$ cat src/design/kpc_pkg.sv
// Shared types, constants and the per-key hold/release rule.
`timescale 1ns / 1ps
package kpc_pkg;

	localparam int CNT_W       = 8;
	localparam int EV_W        = 3;
	localparam int CFG_IDX_W   = 1;
	localparam int CFG_DATA_W  = 8;
	localparam int S_DATA_W    = 8;
	localparam int M_DATA_W    = 16;

	localparam logic [CNT_W-1:0] LONG_RESET   = 8'd25;
	localparam logic [CNT_W-1:0] REPEAT_RESET = 8'd35;

	typedef enum logic [EV_W-1:0] {
		EV_NONE    = 3'd0,
		EV_SHORT_1 = 3'd1,
		EV_SHORT_2 = 3'd2,
		EV_LONG_1  = 3'd3,
		EV_LONG_2  = 3'd4,
		EV_REP_1   = 3'd5,
		EV_REP_2   = 3'd6
	} kpc_event_t;

	typedef enum logic [CFG_IDX_W-1:0] {
		REG_LONG_PRESS   = 1'b0,
		REG_REPEAT_LIMIT = 1'b1
	} kpc_reg_t;

	// bit0 = newest sample, bit1 = previous
	typedef struct packed {
		logic [1:0]       k1_smp;
		logic [1:0]       k2_smp;
		logic [CNT_W-1:0] cnt;
		kpc_event_t       ev;
	} kpc_state_t;

	typedef struct packed {
		logic [CNT_W-1:0] long_ticks;
		logic [CNT_W-1:0] rep_ticks;
	} kpc_cfg_t;

	// Hold/release rule for one key against the shared counter and latch.
	function automatic kpc_state_t key_rule(
		input kpc_state_t st,
		input logic [1:0] hist,
		input kpc_cfg_t   cfg,
		input kpc_event_t short_ev,
		input kpc_event_t long_ev,
		input kpc_event_t rep_ev
	);
		kpc_state_t     r;
		logic [CNT_W:0] nxt;
		r   = st;
		nxt = {1'b0, st.cnt} + {{CNT_W{1'b0}}, 1'b1};
		if (hist == 2'b00) begin
			if (nxt == {1'b0, cfg.long_ticks}) begin
				r.cnt = nxt[CNT_W-1:0];
				r.ev  = long_ev;
			end else if (nxt > {1'b0, cfg.rep_ticks}) begin
				r.cnt = cfg.rep_ticks;
				r.ev  = rep_ev;
			end else begin
				r.cnt = nxt[CNT_W-1:0];
			end
		end else if (hist == 2'b01) begin
			// release edge
			if (st.cnt < cfg.long_ticks) r.ev = short_ev;
			r.cnt = '0;
		end
		return r;
	endfunction

endpackage

$ cat src/design/kpc_step.sv
// Next-state logic for one word: scan tick or read-and-clear.
`timescale 1ns / 1ps
module kpc_step (
	input  kpc_pkg::kpc_state_t st,
	input  kpc_pkg::kpc_cfg_t   cfg,
	input  logic                func,
	input  logic                key1_level,
	input  logic                key2_level,
	output kpc_pkg::kpc_state_t st_next,
	output kpc_pkg::kpc_event_t event_code
);
	import kpc_pkg::*;

	kpc_state_t shifted;
	kpc_state_t after1;
	kpc_state_t after2;

	always_comb begin
		shifted        = st;
		shifted.k1_smp = {st.k1_smp[0], key1_level};
		shifted.k2_smp = {st.k2_smp[0], key2_level};

		after1 = shifted;
		if (shifted.k2_smp[0])
			after1 = key_rule(shifted, shifted.k1_smp, cfg, EV_SHORT_1, EV_LONG_1, EV_REP_1);

		// key 2 rule sees what the key 1 rule left
		after2 = after1;
		if (after1.k1_smp[0])
			after2 = key_rule(after1, after1.k2_smp, cfg, EV_SHORT_2, EV_LONG_2, EV_REP_2);

		if (func) begin
			st_next    = st;
			st_next.ev = EV_NONE;
			event_code = st.ev;
		end else begin
			st_next    = after2;
			event_code = after2.ev;
		end
	end

endmodule

$ cat src/design/two_key_press_classifier_core.sv
// Top level: input register, key state, config registers and result register.
//
//  channel | dir | handshake                | payload
//  s_*     | in  | s_tvalid / s_tready      | tuser: func; tdata: key1_level, key2_level
//  m_*     | out | m_tvalid / m_tready      | tdata: event_code, hold_count
//  cfg_*   | in  | cfg_valid / cfg_ready    | cfg_index, cfg_data
//
// One word per cycle sustained while m_tready is high; the result word passes the
// input register, then the rule logic into the state and result registers.
// Reset: keys released, counter zero, no event, thresholds 25 and 35.
// A stalled result holds the pipe; the input register still takes a word when it
// is empty or the result register is empty or being drained. Config is always ready.
`timescale 1ns / 1ps
module two_key_press_classifier_core (
	input  logic                             clk,
	input  logic                             arst_n,
	input  logic                             s_tvalid,
	output logic                             s_tready,
	input  logic [kpc_pkg::S_DATA_W-1:0]     s_tdata,   // [0] key1_level, [1] key2_level
	input  logic                             s_tuser,   // [0] func
	output logic                             m_tvalid,
	input  logic                             m_tready,
	output logic [kpc_pkg::M_DATA_W-1:0]     m_tdata,   // [2:0] event_code, [10:3] hold_count
	input  logic                             cfg_valid,
	output logic                             cfg_ready,
	input  logic [kpc_pkg::CFG_IDX_W-1:0]    cfg_index,
	input  logic [kpc_pkg::CFG_DATA_W-1:0]   cfg_data
);
	import kpc_pkg::*;

	logic             valid_s1;
	logic             func_s1;
	logic             key1_s1;
	logic             key2_s1;
	logic             out_valid_q;
	logic [EV_W-1:0]  out_ev_q;
	logic [CNT_W-1:0] out_cnt_q;
	kpc_state_t       state_q;
	kpc_state_t       state_next;
	kpc_event_t       ev_next;
	kpc_cfg_t         cfg_q;
	logic             advance;
	logic             fire;

	assign advance   = !out_valid_q || m_tready;
	assign fire      = valid_s1 && advance;
	assign s_tready  = !valid_s1 || advance;
	assign cfg_ready = 1'b1;

	always_ff @(posedge clk or negedge arst_n) begin
		if (!arst_n) begin
			cfg_q.long_ticks <= LONG_RESET;
			cfg_q.rep_ticks  <= REPEAT_RESET;
		end else if (cfg_valid) begin
			unique case (kpc_reg_t'(cfg_index))
				REG_LONG_PRESS:   cfg_q.long_ticks <= cfg_data;
				REG_REPEAT_LIMIT: cfg_q.rep_ticks  <= cfg_data;
				default: ;
			endcase
		end
	end

	always_ff @(posedge clk or negedge arst_n) begin
		if (!arst_n) begin
			valid_s1 <= 1'b0;
		end else if (s_tready) begin
			valid_s1 <= s_tvalid;
		end
	end

	always_ff @(posedge clk) begin
		if (s_tready && s_tvalid) begin
			func_s1 <= s_tuser;
			key1_s1 <= s_tdata[0];
			key2_s1 <= s_tdata[1];
		end
	end

	kpc_step u_step (
		.st         (state_q),
		.cfg        (cfg_q),
		.func       (func_s1),
		.key1_level (key1_s1),
		.key2_level (key2_s1),
		.st_next    (state_next),
		.event_code (ev_next)
	);

	always_ff @(posedge clk or negedge arst_n) begin
		if (!arst_n) begin
			state_q.k1_smp <= 2'b11;
			state_q.k2_smp <= 2'b11;
			state_q.cnt    <= '0;
			state_q.ev     <= EV_NONE;
			out_valid_q    <= 1'b0;
		end else begin
			if (fire) state_q <= state_next;
			if (fire) out_valid_q <= 1'b1;
			else if (m_tready) out_valid_q <= 1'b0;
		end
	end

	always_ff @(posedge clk) begin
		if (fire) begin
			out_ev_q  <= ev_next;
			out_cnt_q <= state_next.cnt;
		end
	end

	assign m_tvalid = out_valid_q;
	assign m_tdata  = {{(M_DATA_W - EV_W - CNT_W){1'b0}}, out_cnt_q, out_ev_q};

	a_read_clears: assert property (@(posedge clk) disable iff (!arst_n)
		fire && func_s1 |=> state_q.ev == EV_NONE)
		else $error("read did not clear latched event");

	a_read_keeps_count: assert property (@(posedge clk) disable iff (!arst_n)
		fire && func_s1 |=> $stable(state_q.cnt) && $stable(state_q.k1_smp)
			&& $stable(state_q.k2_smp))
		else $error("read changed counter or samples");

	a_result_from_item: assert property (@(posedge clk) disable iff (!arst_n)
		$rose(m_tvalid) |-> $past(valid_s1))
		else $error("result word without an item");

	a_state_only_on_fire: assert property (@(posedge clk) disable iff (!arst_n)
		!fire |=> $stable(state_q))
		else $error("key state moved without an item");

	a_both_pressed_hold: assert property (@(posedge clk) disable iff (!arst_n)
		fire && !func_s1 && !key1_s1 && !key2_s1 |=> $stable(state_q.cnt))
		else $error("counter moved with both keys pressed");

endmodule
$ cat config.mk
export PLATFORM = sky130hd
export DESIGN_NAME = two_key_press_classifier_core
export DESIGN_NICKNAME = d
export VERILOG_FILES = /design/src/design/kpc_pkg.sv /design/src/design/kpc_step.sv /design/src/design/two_key_press_classifier_core.sv
export SDC_FILE = /design/constraint.sdc
export NUM_CORES = 1
export LEC_CHECK = 0
export ABC_AREA = 1
export BUFFER_PORTS_ARGS = -buffer_cell sky130_fd_sc_hd__buf_4
export CORE_MARGIN = 3
export CORE_UTILIZATION = 50
export DETAILED_ROUTE_END_ITERATION = 8
export PLACE_DENSITY = 0.7
export SLEW_MARGIN = 5
export SYNTH_ARGS = -nofsm -noshare
export SYNTH_HDL_FRONTEND = slang
export SYNTH_SLANG_ARGS = --single-unit
$ cat constraint.sdc
create_clock -name clk -period 8.35 [get_ports clk]
set_input_delay 0 -clock clk [delete_from_list [all_inputs] [get_ports clk]]
set_output_delay 0 -clock clk [all_outputs]
set_load 0.02 [all_outputs]
==> Word level (Yosys, flattened, before mapping) <==
Index checks and enable logic that the tools add are counted.
W data, S select, Z words.
{ "totals": {"register_bits": 45, "latchBits": 0, "ramBits": 0, "romBits": 0, "in_bits": 23, "output_inout_bits": 19, "word_cells": 55, "mem_count": 0} }
{ "classes": {"n_addsub": 2, "n_mul": 0, "div": 0, "magnitude_cmp": 4, "n_eq_ne": 4, "shift": 0, "n_mux": 18, "bitwise": 2, "reduce_logical": 12} }
{ "ops": {"columns": ["op", "n"], "rows": [
  ["$mux W11", 7],
  ["$add A8 B1 Y9 const B", 2],
  ["$eq A9 B8 Y1", 2],
  ["$gt A9 B8 Y1", 2],
  ["$lt A8 B8 Y1", 2],
  ["$mux W8", 2],
  ["$mux W3", 5],
  ["$mux W14", 1],
  ["$mux W12", 1],
  ["$reduce_and A2 Y1", 3],
  ["$eq A2 B1 Y1 const B", 2],
  ["$logic_not A2 Y1", 2],
  ["$logic_and A1 B1 Y1", 2],
  ["$logic_not A1 Y1", 2],
  ["$logic_or A1 B1 Y1", 2],
  ["$mux W1", 2],
  ["$not A1 Y1", 2],
  ["$reduce_bool A2 Y1", 1]
]} }

==> Depth between registers and ports, before layout <==
{ "depth": {"ltp_word": 13, "mapped_depth": 39, "ltp_nobuf": 39} }

==> Modules after synthesis <==
From an unflattened synthesis, not the netlist that was laid out.
{ "hier_totals": {"hier_cells": 581, "hier_area_um2": 4185.3} }
{ "modules_own_cells": {"columns": ["mod", "n_inst", "cells_each", "area_per_inst_um2", "seq_area_each_um2"], "rows": [
  ["kpc_step", 1, 423, 2338.5, 0.0],
  ["two_key_press_classifier_core", 1, 158, 1846.8, 1258.7]
]} }

==> Worst setup path before layout <==
Ideal clock, no wire load.
{ "synth_timing": {"kind": "flip-flop to flip-flop", "from": "register state_q[4] in the netlist's numbering", "to": "register out_cnt_q[1], data pin", "setup_time_ns": 0.272, "t_arrival_ns": 4.390, "t_required_ns": 8.078, "path_slack_ns": 3.688, "stages_incl_launch_ff": 36, "n_path_buf": 1, "synth_period_minus_slack_ns": 4.662, "cell_sequence": "dfrtp_1 > ha_1 > nand2_1 > nor2_1 > nand2_1 > nand2_1 > nand2_1 > ha_1 > a21o_1 > a21oi_1 > nand2_1 > nand2_1 > nand2_1 > buf_2 > nand3_1 > nand3_2 > nand2_4 > ha_1 > nand2_4 > nor2_4 > nand2_1 > nand2_1 > inv_1 > ha_1 > nand2_1 > nor3_1 > nor2_1 > o21ai_0 > a21oi_1 > or2_2 > nand2_1 > inv_1 > nor2_1 > a21oi_2 > nand2_1 > a22oi_1"} }
{ "synth_lines": {"columns": ["element", "line_no", "rtl"], "rows": [
  ["start: declaration", "two_key_press_classifier_core.sv:38", "kpc_state_t state_q;"],
  ["start signal: assignment", "two_key_press_classifier_core.sv:97", "if (fire) state_q <= state_next;"],
  ["end signal: assignment", "two_key_press_classifier_core.sv:106", "out_cnt_q <= state_next.cnt;"],
  ["end: declaration", "two_key_press_classifier_core.sv:37", "logic [CNT_W-1:0] out_cnt_q;"]
]} }

==> tab_implementation.tex <==
\begin{tabular}{lr}
\hline
Metric & Value \\
\hline
\multicolumn{2}{l}{\textbf{Final layout}} \\
\quad Final core utilization & 0.5968 \\
\quad Area growth from synthesis to layout & 13.30\% \\
\quad Final net count & 661 \\
\quad Commonest non-fill, non-tap cells in the layout & 162 x sky130\_fd\_sc\_hd\_\_nand2\_1, 85 x sky130\_fd\_sc\_hd\_\_inv\_1, 61 x sky130\_fd\_sc\_hd\_\_nand3\_1, 34 x sky130\_fd\_sc\_hd\_\_ha\_1, 31 x sky130\_fd\_sc\_hd\_\_nor2\_1 \\
\quad Layout cell share with drive strength beyond 1 & 0.1471 \\
\quad Commonest non-fill, non-tap cell in the layout & sky130\_fd\_sc\_hd\_\_nand2\_1 \\
\quad Antenna Diode Count & 0 \\
\multicolumn{2}{l}{\textbf{Setup path}} \\
\quad Most repeated library cell on the critical path & sky130\_fd\_sc\_hd\_\_nand2\_1 \\
\quad Category of the worst setup path capture point & register \\
\quad Number of cell instances on the worst register-to-register path & 37 \\
\quad Worst-case register-to-register setup slack & 2.51 ns \\
\quad Largest driver fanout on the critical path & 11 \\
\quad Classification of the worst setup path & register to register \\
\quad Required @ worst endpoint & 8.36 ns \\
\quad Delay of the slowest cell on the worst path & 0.47 ns \\
\quad Worst endpoint data arrival time & 5.85 ns \\
\quad Beginning of the worst register-to-register path & state\_q[3] \\
\quad Library cell contributing the largest single delay on the critical path & sky130\_fd\_sc\_hd\_\_dfrtp\_1 \\
\quad Startpoint Class & register \\
\quad Crit Reg-Reg Endpoint & out\_cnt\_q[3] \\
\multicolumn{2}{l}{\textbf{Synthesis}} \\
\quad Synth top area cells & sky130\_fd\_sc\_hd\_\_nand2\_1 16\%, sky130\_fd\_sc\_hd\_\_dfrtp\_1 15\%, sky130\_fd\_sc\_hd\_\_ha\_1 11\%, sky130\_fd\_sc\_hd\_\_edfxtp\_1 11\%, sky130\_fd\_sc\_hd\_\_inv\_1 8.1\% \\
\quad Post-synthesis instance area & 3923 um2 \\
\quad Number of instances in the synthesized netlist & 564 \\
\quad Yosys Warn Count & 0 \\
\quad Unique masters post-synth & 37 \\
\quad Total of flip-flops plus latches after synthesis & 45 \\
\quad Post-synth top area cell & sky130\_fd\_sc\_hd\_\_nand2\_1 \\
\quad Syn avg cell area & 6.955 um2 \\
\quad Part of the Yosys area used for sequential elements & 0.3075 \\
\quad Share of Yosys cell area claimed by the top area cell type & 0.1550 \\
\multicolumn{2}{l}{\textbf{Timing}} \\
\quad Final count of pins violating max slew & 0 \\
\quad Transition time of the tightest slew-check pin & 0.8241 ns \\
\quad Share of the clock period used by the worst path & 0.6997 \\
\quad Number of hold violations in the final report & 0 \\
\quad Total negative setup slack & 0 ns \\
\quad Max-slew headroom & 0.4500 \\
\quad Min Clock Period, post-route & 5.842 ns \\
\quad Finish-stage setup viols & 0 \\
\quad Unrepaired setup endpoints after global routing & false \\
\quad Minimum setup slack in the final design & 2.508 ns \\
\quad Fmax achieved & 171.2 MHz \\
\quad Min Hold Slack & 0.1652 ns \\
\quad Final clock skew & 0.003583 ns \\
\multicolumn{2}{l}{\textbf{Route}} \\
\quad Detailed router's first-iteration violation count & 271 \\
\quad Wire length per cell & 14.91 um \\
\quad Wire length on met2 & 4.677 mm \\
\quad WL met1 & 4.990 mm \\
\quad DRT antenna net count & 0 \\
\quad Detailed-route DRC error count & 0 \\
\quad Routed met3 length & 605 um \\
\quad Iteration count of the initial detailed-routing pass & 5 \\
\quad Top metal layer carrying routed signals & met4 \\
\quad Via count & 3781 \\
\quad Routed WL & 10.50 mm \\
\quad Number of vias per cell & 5.371 \\
\multicolumn{2}{l}{\textbf{Power and ir drop}} \\
\quad Net switching power & 0.0008121 W \\
\quad Power share of the combinational group & 0.656 \\
\quad Worst VDD drop & 0.1728 mV \\
\quad Power density normalized to cell area & 348.0 nW/um2 \\
\quad Switching Share & 0.5250 \\
\quad Internal portion of total power & 0.0007347 W \\
\quad Leakage dissipation & 2.336 nW \\
\quad Part of the power in the clock network & 0.109 \\
\quad Sequential cell fraction of total power & 0.235 \\
\multicolumn{2}{l}{\textbf{Floorplan}} \\
\quad Std-Cell Core Area & 7447 um2 \\
\quad Overall die width & 94.57 um \\
\quad Vertical die dimension & 94.57 um \\
\quad Initial core utilization & 0.5267 \\
\quad Area enclosed by the die boundary & 8943 um2 \\
\quad Count of boundary I/O pins & 42 \\
\quad Count of standard-cell rows & 31 \\
\multicolumn{2}{l}{\textbf{CTS}} \\
\quad Buffers inserted by post-CTS timing repair & 0 \\
\quad CTS clock-pin slew for the worst setup and hold paths & 0.09 ns \\
\quad Buffer cell driving the clock tree root & sky130\_fd\_sc\_hd\_\_clkbuf\_8 \\
\quad Later-pin clock latency in the skew report & 0.30 ns \\
\quad Cts bufs inserted & 5 \\
\quad H-tree levels & 2 \\
\quad Number of clock sinks & 45 \\
\quad TritonCTS clock tree & done \\
\quad Maximum buffer depth of the clock tree & 2 \\
\multicolumn{2}{l}{\textbf{Placement}} \\
\quad DP HPWL & 8.179 mm \\
\quad Placer Congestion & 0.9947 \\
\quad Number of I/O port buffers & 29 \\
\quad Worst setup slack before clock tree synthesis & 2.563 ns \\
\multicolumn{2}{l}{\textbf{Run status}} \\
\quad Result of the run & finished, final reports clean \\
\multicolumn{2}{l}{\textbf{GRT}} \\
\quad Initial antenna violation count & 0 \\
\quad Total global routing track utilization & 0.2529 \\
\quad Via count of the first global-routing pass & 3509 \\
\quad Maximum number of pins on one net before global-route repair & 32 \\
\quad GR Overflow Total & 0 \\
\quad Global-route wire length before repair & 17.46 mm \\
\multicolumn{2}{l}{\textbf{Run}} \\
\quad Max-cap violations & 0 \\
\multicolumn{2}{l}{\textbf{Hold path}} \\
\quad Min-Delay Path Class & primary input to async pin \\
\hline
\end{tabular}
==> cells by family after synthesis <==
group	after synthesis	share of synthesized area
compound gates	79	0.1177
fa+ha+maj	34	0.1085
buf+inv	107	0.1126
flops	45	0.3075
other cells	2	0.001915
simple gates	297	0.3518
==> state kept, by name (all words and copies together), names as in the netlist <==
| register | cells |
|---|---|
| cfg_q | 16 |
| func_s1 | 1 |
| key1_s1 | 1 |
| key2_s1 | 1 |
| m_tvalid | 1 |
| out_cnt_q | 8 |
| out_ev_q | 3 |
| state_q | 13 |
| valid_s1 | 1 |
==> layout make-up <==
| cell class | instances | area, um2 |
|---|---|---|
| Clock buffer | 6 | 72.57 |
| Clock inverter | 2 | 38.79 |
| Fill cell | 708 | 3003 |
| Inverter | 92 | 345.3 |
| Multi-Input combinational cell | 416 | 2290 |
| Sequential cell | 45 | 1206 |
| Tap cell | 99 | 123.9 |
| Timing Repair Buffer | 44 | 367.9 |
==> cell usage after synthesis <==
cell and number:
sky130_fd_sc_hd__o21bai_1 3, sky130_fd_sc_hd__buf_6 2, sky130_fd_sc_hd__nand2_2 9, sky130_fd_sc_hd__edfxtp_1 14, sky130_fd_sc_hd__o21bai_2 1, sky130_fd_sc_hd__nand3_2 12
sky130_fd_sc_hd__buf_4 6, sky130_fd_sc_hd__nor3_1 4, sky130_fd_sc_hd__a22oi_1 8, sky130_fd_sc_hd__o31ai_1 1, sky130_fd_sc_hd__nand3b_1 1, sky130_fd_sc_hd__nor2_1 31
sky130_fd_sc_hd__dfstp_2 8, sky130_fd_sc_hd__o21ai_1 5, sky130_fd_sc_hd__ha_1 34, sky130_fd_sc_hd__conb_1 2, sky130_fd_sc_hd__inv_2 5, sky130_fd_sc_hd__buf_2 2
sky130_fd_sc_hd__nand3_1 61, sky130_fd_sc_hd__nand2_4 5, sky130_fd_sc_hd__o21ai_2 1, sky130_fd_sc_hd__o211ai_1 2, sky130_fd_sc_hd__o21a_1 2, sky130_fd_sc_hd__inv_1 85
sky130_fd_sc_hd__or2_2 1, sky130_fd_sc_hd__clkinv_1 2, sky130_fd_sc_hd__nor2_4 3, sky130_fd_sc_hd__nor2_2 5, sky130_fd_sc_hd__clkbuf_1 5, sky130_fd_sc_hd__nor4_1 2
sky130_fd_sc_hd__nand2_1 162, sky130_fd_sc_hd__a21oi_2 3, sky130_fd_sc_hd__a21o_1 2, sky130_fd_sc_hd__o21ai_0 29, sky130_fd_sc_hd__dfrtp_1 23, sky130_fd_sc_hd__a21oi_1 22
sky130_fd_sc_hd__nand4_1 1
==> metal layers <==
| layer | vias to the layer above | track usage |
|---|---|---|
| li1 | 1903 | - |
| met1 | 1716 | 0.3659 |
| met2 | 141 | 0.4019 |
| met3 | 21 | 0.02869 |
| met4 | 0 | 0.06851 |
| met5 | - | 0 |
==> critical path: cells and delay by family (launching register included) <==
family,cells,cell delay (ns)
adders and majority gates,4,1.11
AOI/OAI and AO/OA,5,0.49
buffers and inverters,4,0.43
DFF,1,0.47
and+or+nand+nor,24,3.04
==> power groups by stage <==
stage / clock, W / sequential, W / combinational [W]
floorplan: 0 / 0.000361 / 0.000746
global placement: 0 / 0.000364 / 0.000970
detailed placement: 0 / 0.000365 / 0.000992
CTS: 0.000174 / 0.000361 / 0.00101
global route: 0.000181 / 0.000372 / 0.00115
finish: 0.000169 / 0.000363 / 0.00101
==> metrics by stage <==
step                      instances  power [W]  area [um2]
after floorplan                 568   0.001106        3938
final                           704   0.001547        4444
after CTS                       704   0.001541        4444
after detailed placement        681   0.001357        4183
after global routing            704   0.001702        4444
after global placement          681   0.001334        4183
==> repair_timing <==
item / CTS / global route
resized for setup: 0 / 0
hold buffers: 15 / 0
endpoints found under the hold margin: 52 / 0
==> worst max path at each step <==
stage	startpoint	cells past startpoint	to	slack, ns
6_report	state_q[3]	37	out_cnt_q[3]	2.51
5_1_grt	state_q[4]	36	out_cnt_q[3]	1.99
4_1_cts	state_q[3]	37	out_cnt_q[3]	2.55
3_5_place_dp	state_q[3]	37	out_cnt_q[3]	2.56
3_3_place_gp	state_q[3]	37	out_cnt_q[4]	2.63
2_1_floorplan	state_q[4]	35	out_cnt_q[1]	3.69
No activity file was read; power rests on OpenSTA's default activity.
